==> config.mk <==
export PLATFORM = sky130hd
export DESIGN_NAME = srtf_tick_scheduler
export DESIGN_NICKNAME = d
export VERILOG_FILES = /design/src/rtl/srtf_pkg.sv /design/src/rtl/srtf_tick_scheduler.sv
export SDC_FILE = /design/constraint.sdc
export NUM_CORES = 1
export LEC_CHECK = 0
export ABC_AREA = 1
export BUFFER_PORTS_ARGS = -buffer_cell sky130_fd_sc_hd__buf_2
export CORE_ASPECT_RATIO = 0.6
export CORE_UTILIZATION = 30
export CTS_CLUSTER_DIAMETER = 200
export DETAILED_ROUTE_END_ITERATION = 7
export PLACE_DENSITY = 0.56
export SYNTH_ARGS = -nofsm -noshare
export SYNTH_HDL_FRONTEND = slang
export SYNTH_SLANG_ARGS = --single-unit
==> constraint.sdc <==
create_clock -name clk -period 3 [get_ports clk]
set_input_delay 0 -clock clk [delete_from_list [all_inputs] [get_ports clk]]
set_output_delay 0 -clock clk [all_outputs]
set_load 0.01 [all_outputs]
==> src/rtl/srtf_pkg.sv <==
`timescale 1ns / 1ps
`default_nettype none

package srtf_pkg;

    localparam int NUM_SLOTS_DEF = 8;
    localparam int TIME_BITS_DEF = 16;

    // fixed field widths on the stream ports
    localparam int SLOT_FW  = 3;
    localparam int TIME_FW  = 16;
    localparam int CMD_W    = 2;
    localparam int S_DATA_W = 40;
    localparam int M_DATA_W = 40;
    localparam int M_USED_W = SLOT_FW + 3 + 2 * TIME_FW;
    localparam int M_PAD_W  = M_DATA_W - M_USED_W;

    typedef enum logic [CMD_W-1:0] {
        CMD_LOAD  = 2'd0,
        CMD_TICK  = 2'd1,
        CMD_CLEAR = 2'd2
    } cmd_t;

endpackage

`default_nettype wire

==> src/rtl/srtf_tick_scheduler.sv <==
`timescale 1ns / 1ps
`default_nettype none
// load and clear requests: after acceptance the result goes through S_OUT into the output register
// tick requests: after acceptance the result goes through S_SCAN, S_WRITE and S_OUT, with the
// one-slot-per-cycle scan of the slot memories through the shared compare unit
// one request in flight at a time; the next is taken while a result waits in the output register
// reset (rst_n low, asynchronous) clears the clock, the busy bits and the handshake state

module srtf_tick_scheduler
    import srtf_pkg::*;
#(
    parameter int NUM_SLOTS = NUM_SLOTS_DEF,
    parameter int TIME_BITS = TIME_BITS_DEF
)
(
    input  wire logic                clk,
    input  wire logic                rst_n,
    input  wire logic                s_tvalid,
    output logic                     s_tready,
    // slot[2:0], arrival_time[18:3], burst_time[34:19], zero fill
    input  wire logic [S_DATA_W-1:0] s_tdata,
    // cmd[1:0]
    input  wire logic [CMD_W-1:0]    s_tuser,
    output logic                     m_tvalid,
    input  wire logic                m_tready,
    // scheduled_slot[2:0], idle[3], completed[4], completion_time[20:5],
    // all_done[21], current_time[37:22], zero fill
    output logic [M_DATA_W-1:0]      m_tdata
);

    localparam int SLOT_W = (NUM_SLOTS > 1) ? $clog2(NUM_SLOTS) : 1;
    localparam int CNT_W  = $clog2(NUM_SLOTS + 1);
    localparam logic [CNT_W-1:0]     CNT_LAST = CNT_W'(NUM_SLOTS);
    localparam logic [TIME_BITS-1:0] TIME_MAX = '1;

    typedef enum logic [3:0] {
        S_IDLE  = 4'b0001,
        S_SCAN  = 4'b0010,
        S_WRITE = 4'b0100,
        S_OUT   = 4'b1000
    } state_t;

    state_t                state_reg, state_next;
    logic [CNT_W-1:0]      cnt_reg, cnt_next;
    logic                  cmp_valid_reg, cmp_valid_next;
    logic [SLOT_W-1:0]     cmp_idx_reg, cmp_idx_next;
    logic                  pick_valid_reg, pick_valid_next;
    logic [SLOT_W-1:0]     pick_idx_reg, pick_idx_next;
    logic [TIME_BITS-1:0]  pick_rem_reg, pick_rem_next;
    logic [TIME_BITS-1:0]  pick_arr_reg, pick_arr_next;
    logic [TIME_BITS-1:0]  clk_reg, clk_next;
    logic [NUM_SLOTS-1:0]  busy_reg, busy_next;
    logic [SLOT_W-1:0]     res_slot_reg, res_slot_next;
    logic                  res_idle_reg, res_idle_next;
    logic                  res_done_reg, res_done_next;
    logic [TIME_BITS-1:0]  res_ctime_reg, res_ctime_next;
    logic                  m_tvalid_reg, m_tvalid_next;
    logic [M_DATA_W-1:0]   m_tdata_reg, m_tdata_next;

    // slot memories
    logic [TIME_BITS-1:0]  arr_mem [NUM_SLOTS];
    logic [TIME_BITS-1:0]  rem_mem [NUM_SLOTS];
    logic [TIME_BITS-1:0]  rd_arr_reg;
    logic [TIME_BITS-1:0]  rd_rem_reg;
    logic [SLOT_W-1:0]     rd_addr;
    logic                  arr_we;
    logic                  rem_we;
    logic [SLOT_W-1:0]     rem_waddr;
    logic [TIME_BITS-1:0]  rem_wdata;

    // request unpacking
    cmd_t                          in_cmd;
    logic [SLOT_FW-1:0]            in_slot;
    logic [TIME_FW-1:0]            in_arr;
    logic [TIME_FW-1:0]            in_bur;
    logic [SLOT_W+SLOT_FW-1:0]     slot_ext;
    logic [SLOT_W-1:0]             slot_idx;
    logic                          slot_ok;
    logic [TIME_BITS+TIME_FW-1:0]  arr_ext;
    logic [TIME_BITS+TIME_FW-1:0]  bur_ext;
    logic [TIME_BITS-1:0]          arr_t;
    logic [TIME_BITS-1:0]          bur_t;

    // shared compare unit and tick arithmetic
    logic                  eligible;
    logic                  better;
    logic [TIME_BITS-1:0]  clk_inc;
    logic [TIME_BITS-1:0]  rem_dec;

    // result packing
    logic [SLOT_W+SLOT_FW-1:0]     res_slot_ext;
    logic [TIME_BITS+TIME_FW-1:0]  ctime_ext;
    logic [TIME_BITS+TIME_FW-1:0]  cur_ext;
    logic                          all_done;

    assign in_cmd   = cmd_t'(s_tuser);
    assign in_slot  = s_tdata[SLOT_FW-1:0];
    assign in_arr   = s_tdata[SLOT_FW +: TIME_FW];
    assign in_bur   = s_tdata[SLOT_FW + TIME_FW +: TIME_FW];
    assign slot_ext = {{SLOT_W{1'b0}}, in_slot};
    assign slot_idx = slot_ext[SLOT_W-1:0];
    assign slot_ok  = slot_ext < (SLOT_W + SLOT_FW)'(NUM_SLOTS);
    assign arr_ext  = {{TIME_BITS{1'b0}}, in_arr};
    assign bur_ext  = {{TIME_BITS{1'b0}}, in_bur};
    assign arr_t    = arr_ext[TIME_BITS-1:0];
    assign bur_t    = bur_ext[TIME_BITS-1:0];

    assign rd_addr  = (cnt_reg != CNT_LAST) ? cnt_reg[SLOT_W-1:0] : '0;

    assign eligible = busy_reg[cmp_idx_reg] && (rd_arr_reg <= clk_reg);
    assign better   = !pick_valid_reg || (rd_rem_reg < pick_rem_reg) ||
                      ((rd_rem_reg == pick_rem_reg) && (rd_arr_reg < pick_arr_reg));
    assign clk_inc  = (clk_reg == TIME_MAX) ? clk_reg : clk_reg + 1'b1;
    assign rem_dec  = pick_rem_reg - 1'b1;

    assign res_slot_ext = {{SLOT_FW{1'b0}}, res_slot_reg};
    assign ctime_ext    = {{TIME_FW{1'b0}}, res_ctime_reg};
    assign cur_ext      = {{TIME_FW{1'b0}}, clk_reg};
    assign all_done     = ~|busy_reg;

    assign s_tready = (state_reg == S_IDLE);
    assign m_tvalid = m_tvalid_reg;
    assign m_tdata  = m_tdata_reg;

    always_comb
    begin
        state_next      = state_reg;
        cnt_next        = cnt_reg;
        cmp_valid_next  = 1'b0;
        cmp_idx_next    = cmp_idx_reg;
        pick_valid_next = pick_valid_reg;
        pick_idx_next   = pick_idx_reg;
        pick_rem_next   = pick_rem_reg;
        pick_arr_next   = pick_arr_reg;
        clk_next        = clk_reg;
        busy_next       = busy_reg;
        res_slot_next   = res_slot_reg;
        res_idle_next   = res_idle_reg;
        res_done_next   = res_done_reg;
        res_ctime_next  = res_ctime_reg;
        m_tvalid_next   = m_tvalid_reg;
        m_tdata_next    = m_tdata_reg;
        arr_we          = 1'b0;
        rem_we          = 1'b0;
        rem_waddr       = slot_idx;
        rem_wdata       = bur_t;

        if (m_tvalid_reg && m_tready)
        begin
            m_tvalid_next = 1'b0;
        end

        unique case (state_reg)
            S_IDLE:
            begin
                if (s_tvalid)
                begin
                    res_slot_next  = '0;
                    res_idle_next  = 1'b0;
                    res_done_next  = 1'b0;
                    res_ctime_next = '0;
                    state_next     = S_OUT;
                    unique case (in_cmd)
                        CMD_LOAD:
                        begin
                            if (slot_ok)
                            begin
                                arr_we              = 1'b1;
                                rem_we              = 1'b1;
                                busy_next[slot_idx] = |bur_t;
                            end
                        end
                        CMD_TICK:
                        begin
                            cnt_next        = '0;
                            pick_valid_next = 1'b0;
                            state_next      = S_SCAN;
                        end
                        CMD_CLEAR:
                        begin
                            busy_next = '0;
                            clk_next  = '0;
                        end
                        default:
                        begin
                        end
                    endcase
                end
            end
            S_SCAN:
            begin
                // read one slot per cycle, compare the previous read
                if (cnt_reg != CNT_LAST)
                begin
                    cnt_next       = cnt_reg + 1'b1;
                    cmp_valid_next = 1'b1;
                    cmp_idx_next   = rd_addr;
                end
                else
                begin
                    state_next = S_WRITE;
                end
                if (cmp_valid_reg && eligible && better)
                begin
                    pick_valid_next = 1'b1;
                    pick_idx_next   = cmp_idx_reg;
                    pick_rem_next   = rd_rem_reg;
                    pick_arr_next   = rd_arr_reg;
                end
            end
            S_WRITE:
            begin
                clk_next   = clk_inc;
                state_next = S_OUT;
                if (pick_valid_reg)
                begin
                    rem_we        = 1'b1;
                    rem_waddr     = pick_idx_reg;
                    rem_wdata     = rem_dec;
                    res_slot_next = pick_idx_reg;
                    if (rem_dec == '0)
                    begin
                        busy_next[pick_idx_reg] = 1'b0;
                        res_done_next           = 1'b1;
                        res_ctime_next          = clk_inc;
                    end
                end
                else
                begin
                    res_idle_next = 1'b1;
                end
            end
            S_OUT:
            begin
                if (!m_tvalid_reg || m_tready)
                begin
                    m_tvalid_next = 1'b1;
                    m_tdata_next  = {{M_PAD_W{1'b0}},
                                     cur_ext[TIME_FW-1:0],
                                     all_done,
                                     ctime_ext[TIME_FW-1:0],
                                     res_done_reg,
                                     res_idle_reg,
                                     res_slot_ext[SLOT_FW-1:0]};
                    state_next    = S_IDLE;
                end
            end
            default:
            begin
                state_next = S_IDLE;
            end
        endcase
    end

    always_ff @(posedge clk or negedge rst_n)
    begin
        if (!rst_n)
        begin
            state_reg      <= S_IDLE;
            cnt_reg        <= '0;
            cmp_valid_reg  <= 1'b0;
            pick_valid_reg <= 1'b0;
            clk_reg        <= '0;
            busy_reg       <= '0;
            m_tvalid_reg   <= 1'b0;
        end
        else
        begin
            state_reg      <= state_next;
            cnt_reg        <= cnt_next;
            cmp_valid_reg  <= cmp_valid_next;
            pick_valid_reg <= pick_valid_next;
            clk_reg        <= clk_next;
            busy_reg       <= busy_next;
            m_tvalid_reg   <= m_tvalid_next;
        end
    end

    always_ff @(posedge clk)
    begin
        cmp_idx_reg   <= cmp_idx_next;
        pick_idx_reg  <= pick_idx_next;
        pick_rem_reg  <= pick_rem_next;
        pick_arr_reg  <= pick_arr_next;
        res_slot_reg  <= res_slot_next;
        res_idle_reg  <= res_idle_next;
        res_done_reg  <= res_done_next;
        res_ctime_reg <= res_ctime_next;
        m_tdata_reg   <= m_tdata_next;
    end

    // slot memories, one write and one registered read per cycle
    always_ff @(posedge clk)
    begin
        if (arr_we)
        begin
            arr_mem[slot_idx] <= arr_t;
        end
        if (rem_we)
        begin
            rem_mem[rem_waddr] <= rem_wdata;
        end
        rd_arr_reg <= arr_mem[rd_addr];
        rd_rem_reg <= rem_mem[rd_addr];
    end

    a_clear_zeroes: assert property (@(posedge clk) disable iff (!rst_n)
        s_tvalid && s_tready && (in_cmd == CMD_CLEAR) |=> (clk_reg == '0) && (busy_reg == '0))
        else $error("clear request did not zero clock and remaining work");

    a_pick_has_work: assert property (@(posedge clk) disable iff (!rst_n)
        (state_reg == S_WRITE) && pick_valid_reg |-> (pick_rem_reg != '0) && busy_reg[pick_idx_reg])
        else $error("picked slot has no remaining work");

    a_tick_advances: assert property (@(posedge clk) disable iff (!rst_n)
        (state_reg == S_WRITE) |=> (clk_reg != '0) && (state_reg == S_OUT))
        else $error("tick did not advance the clock");

endmodule

`default_nettype wire
## Word level (Yosys, flattened, before mapping)

Memories as Yosys holds them, arrays and structs flattened. A register that Yosys moved wholly into a read port is not among the register bits.
Cells that the tools add are included.

| storage, ports and cells | value |
|---|---|
| register bits | 132 |
| memory bits (writable) | 256 |
| bits of input ports | 46 |
| word-level logic and storage cells | 146 |
| memories | 2 |

Memories:

| name | depth | bits a word | rd ports | clocked after memory_dff | write ports | line | RTL |
|---|---|---|---|---|---|---|---|
| arr_mem | 8 | 16 | 1 | 1 | 1 | srtf_tick_scheduler.sv:61 | `logic [TIME_BITS-1:0] arr_mem [NUM_SLOTS];` |
| rem_mem | 8 | 16 | 1 | 1 | 1 | srtf_tick_scheduler.sv:62 | `logic [TIME_BITS-1:0] rem_mem [NUM_SLOTS];` |

| cells by class | value |
|---|---|
| add/sub/neg operators | 3 |
| magnitude comparators | 9 |
| eq/ne operators | 21 |
| mux-type cells | 63 |
| bitwise operators | 2 |
| reductions and logical operators | 30 |

Operator list:

| operator | number |
|---|---|
| $mux W16 | 8 |
| $pmux W16 S2 | 2 |
| $lt A16 B16 Y1 | 2 |
| $mux W8 | 4 |
| $pmux W8 S2 | 2 |
| $mux W4 | 7 |
| $mux W1 | 24 |
| $add A16 B1 Y16 const B | 1 |
| $eq A16 B16 Y1 | 1 |
| $eq A16 B16 Y1 const B | 1 |
| $le A16 B16 Y1 | 1 |
| $logic_not A16 Y1 | 1 |
| $lt A3 B4 Y1 const B | 4 |
| $ne A2 B2 Y1 const B | 8 |
| $pmux W4 S4 | 1 |
| $reduce_or A16 Y1 | 1 |
| $sub A16 B1 Y16 const B | 1 |
| $mux W3 | 5 |
| $reduce_and A3 Y1 | 4 |
| $reduce_and A4 Y1 | 3 |
| $and A8 B8 Y8 | 1 |
| $bwmux W8 | 1 |
| $not A8 Y8 | 1 |
| $pmux W1 S2 | 4 |
| 24 further kinds | 40 |

## Logic depth before layout (Yosys ltp)

| logic depth | value |
|---|---|
| word-level depth | 9 |
| depth in mapped cells | 14 |
| mapped depth without buffers | 14 |

## Worst setup path before layout

OpenSTA, ideal clock, no wires.

| timing path | value |
|---|---|
| path kind | reg2reg |
| start | register clk_reg[14] |
| end | register pick_arr_reg[0] (enable) |
| library setup time | 0.427 ns |
| arrival time | 2.919 ns |
| required time | 2.573 ns |
| path slack | -0.346 ns |
| cell stages (with the launch flop) | 9 |
| buffers on the path | 0 |
| path through | dfrtp_1 inv_1 ha_1 nand2_1 nor4_1 nand2_1 a21oi_1 nand2_1 nor2_1 |

| between the ends | value |
|---|---|
| longest elaborated chain between the ends | 5 |

RTL lines:

| item | line | RTL |
|---|---|---|
| from (decl) | srtf_tick_scheduler.sv:51 | `logic [TIME_BITS-1:0] clk_reg, clk_next;` |
| from (signal assigned) | srtf_tick_scheduler.sv:273 | `clk_reg <= clk_next;` |
| $le A16 B16 Y1 | srtf_tick_scheduler.sv:110 | `assign eligible = busy_reg[cmp_idx_reg] && (rd_arr_reg <= clk_reg);` |
| $logic_and A1 B1 Y1 | srtf_tick_scheduler.sv:110 |  |
| $logic_and A1 B1 Y1 (2 in a row) | srtf_tick_scheduler.sv:203 | `if (cmp_valid_reg && eligible && better)` |
| $reduce_and A2 Y1 (no source line) | -- |  |
| to (signal assigned) | srtf_tick_scheduler.sv:284 | `pick_arr_reg <= pick_arr_next;` |
| to (decl) | srtf_tick_scheduler.sv:50 | `logic [TIME_BITS-1:0] pick_arr_reg, pick_arr_next;` |

Every way passes these cells.
A chain may end at the register's enable or synchronous reset.

## Worst setup path after layout

| timing path | value |
|---|---|
| start | register state_reg[1] |
| end | memory rem_mem[7][0] (netlist bit) (data pin) |

| between the ends | value |
|---|---|
| longest elaborated chain between the ends | 2 |

RTL lines:

| item | line | RTL |
|---|---|---|
| from (decl) | srtf_tick_scheduler.sv:43 | `state_t state_reg, state_next;` |
| from (signal assigned) | srtf_tick_scheduler.sv:269 | `state_reg <= state_next;` |
| $eq A4 B3 Y1 | srtf_tick_scheduler.sv:153 | `unique case (state_reg)` |
| $mux W16 | srtf_tick_scheduler.sv:153 |  |
| named net rem_wdata[0] | srtf_tick_scheduler.sv:69 | `logic [TIME_BITS-1:0] rem_wdata;` |
| to (decl) | srtf_tick_scheduler.sv:62 |  |

The timed path passes the listed nets, and every way through them passes these cells.

==> results.md <==
* Outcome: completed
* Num ports at 88
* Normalized max-slew margin at 0.09608
* Adder-cell share of the synthesized area at 0.03697
* Synth Area in Simple Gates at 0.1272
* DP HPWL at 29.12 mm
* Final Skew at around 0.021 ns
* Placed cells at ~2.3k
* Max-cap violations at 0
* Gpl congestion at between 0.9 and 1
* First-pass GRT wire length at 66.88 mm
* Fin cells at 2370
* Fin. Hold Viols at 0
* DRT antenna net count at 0
* Post-synth ARST share at 0.08333
* Clock Sinks at 420
* Final nets at 1667
* Worst min-delay path class: primary input to flip-flop
* WS Path Type: flip-flop to flip-flop
* Fmax at 0.3803 GHz
* Final Cell Area at 20730 um2
* Num CTS Buffers at 39
* Drt first-iter violations at about 980
* Setup violators final at 0
* Chip height at 189.6 um
* Clk buf depth at 3
* Synth area leaders: edfxtp_1, nand2_1, dfrtp_1
* Via/cell ratio at 4.874
* Post-synth EDFFs at about 350
* Gr usage total at 0.1465
* CTS clk-pin slew, worst paths at ~0.060 ns
* Largest family of logic cells by synthesized area: simple AND/OR/NAND/NOR gates
* Min cycle time layout at 2.630 ns
* CP Max Fanout at 10
* Req. time, crit path at between 3 and 4 ns
* Final setup margin at 0.3703 ns
* Row count at 68
* RSZ-0062 raised after global routing: false
* Share of the synthesized area in the top cell type at 0.6023
* Crit share post-route at 0.8766
* Startpoint Class: flip-flop
* Leakage at 7.654 nW
* Critical path arrival at 2.79 ns
* Overflow after GRT at 0
* DRC Markers at 0
* Initial DRT Pass Iterations at 5
* CTS tree: yes
* Maximum VDD drop at roughly 500 uV
* Seq/Total Area, Yosys at 0.6885
* Syn-to-layout area delta at 17.79%
* Type of destination of the critical path: flip-flop
* Compound-Gate Fraction of Synth Area at 0.1007
* H-tree depth at 2
* Die W at 314.7 um
* DR vias at 11.55k
* Initial antenna violation count at 4
* Synthesized area at 17600 um2
* Largest net degree at the start of global routing at 77
* #FFs+latches synth at 420
* Cell count after synthesis at 1440
* Worst-Skew Late Latency at around 0.56 ns
* Setup tns final at 0 ns
* Die Area at 59670 um2
* Slew Limit Fails at 0
* Yosys top cell by area: edfxtp_1
* Layout cell share with drive strength beyond 1 at 0.1545
* XOR/XNOR Fraction of Synth Area at 0.003483
* Multiplexer area fraction after synthesis at 0
* CTS Root Cell: clkbuf_16
* PortBufs at 80
* Ys flop type: edfxtp_1
* Place WS at 0.4378 ns
* Post-CTS sizing at 0
* Synthesized area per cell at around 12 um2
* Initial core utilization at 0.3051
* Vias in the first global route at 10.99k
* Routed Wire Length at 43.85 mm
* YS warnings at 0
* Placeable Area at roughly 58000 um2
* Wirelength per Cell at roughly 19 um
* Final core area utilization at 0.3594
* Dpl cell area at 19130 um2
* Synth cell types at 46
* Worst-Margin Slew at 1.342 ns
* PD cells at 829.2 nW/um2
==> placed cells by master (no fill, tap or decap), types with 7 or more instances in the layout <==
cell type,n
nand3_1,68
buf_2,80
dfxtp_1,32
o221ai_1,64
or2_2,7
nand2_1,258
nand4_1,28
buf_4,37
o21bai_1,7
or2_1,8
o21ai_0,43
o31ai_1,9
dfrtp_1,33
a21oi_1,98
a221oi_1,15
clkbuf_16,39
dlygate4sd3_1,24
a31oi_1,19
nor3_1,24
ha_1,52
nor4_1,9
inv_2,10
edfxtp_1,353
nor2_1,55
nor2_2,16
nor2_4,10
inv_1,122
==> critical path, stage by stage (launching register included) <==
cell     delay (ns)
dfrtp_1        0.39
nor2_1         0.14
nand3_2        0.12
nor2_4         0.23
inv_1          0.26
o21ai_0        1.09
==> metal layers <==
| metal | vias up | track usage | wire (um) |
|---|---|---|---|
| met5 | - | 0 | 41 |
| met4 | 6 | 0.02521 | 540 |
| met3 | 46 | 0.03336 | 3391 |
| met2 | 362 | 0.2062 | 17620 |
| met1 | 5637 | 0.2283 | 22250 |
| li1 | 5500 | - | - |
==> what timing repair did <==
| action | in CTS | in global routing |
|---|---|---|
| hold buffers | 24 | 0 |
| hold endpoints to repair | 170 | 0 |
| setup buffers | 0 | 0 |
==> worst paths after layout <==
path	startpoint	endpoint	slack (ns)	depth (start not counted)
setup / recovery	state_reg[1]	rem_mem[7][0]	0.37	5
hold / removal	s_tuser[0]	state_reg[3]	0.03	6
setup reg to reg	state_reg[1]	rem_mem[7][0]	0.37	5
hold reg to reg	res_ctime_reg[8]	m_tdata[13]	0.41	0
max in group asynchronous	rst_n	cnt_reg[2]	2.25	2
min in group asynchronous	rst_n	cnt_reg[1]	0.12	2
==> through the flow <==
stage	hold slack, ns	total power (W)
5_1_grt	0.04514	0.01818
3_3_place_gp	0.1938	0.01192
3_5_place_dp	0.1988	0.01203
6_report	0.02616	0.01719
2_1_floorplan	-0.2956	0.01043
4_1_cts	0.001774	0.01736
==> final cells by class <==
class	count	area, um2
Inverter	132	495.5
Fill cell	5600	36950
Clock buffer	49	1054
Multi-Input combinational cell	830	4778
Antenna cell	1	2.502
Timing Repair Buffer	146	1018
Tap cell	770	963.4
Clock inverter	22	300.3
Sequential cell	420	12120
==> synth_stat cells, types with 24 or more instances <==
cell / instances
edfxtp_1: 353
nand2_1: 258
inv_1: 123
a21oi_1: 98
nand3_1: 68
nor2_1: 66
o221ai_1: 64
ha_1: 52
o21ai_0: 43
dfrtp_1: 34
clkbuf_1: 33
dfxtp_1: 32
nand4_1: 28
nor3_1: 24
==> power breakdown <==
group,internal (W),leakage (nW),switching (W)
sequential,0.00705,3.94,0.000400
clock,0.00304,0.654,0.00223
combinational,0.00150,3.06,0.00296
==> cells by family (layout without fill, tap and decap cells) <==
family                     Yosys count  after routing
AOI/OAI and AO/OA                  273            273
buffers and inverters              191            349
and+or+nand+nor                    496            496
DFF                                420            420
xor gates and xnor gates             7              7
adders and majority gates           52             52
other                                1              3
Note: power is estimated with default switching activity, not from simulation.
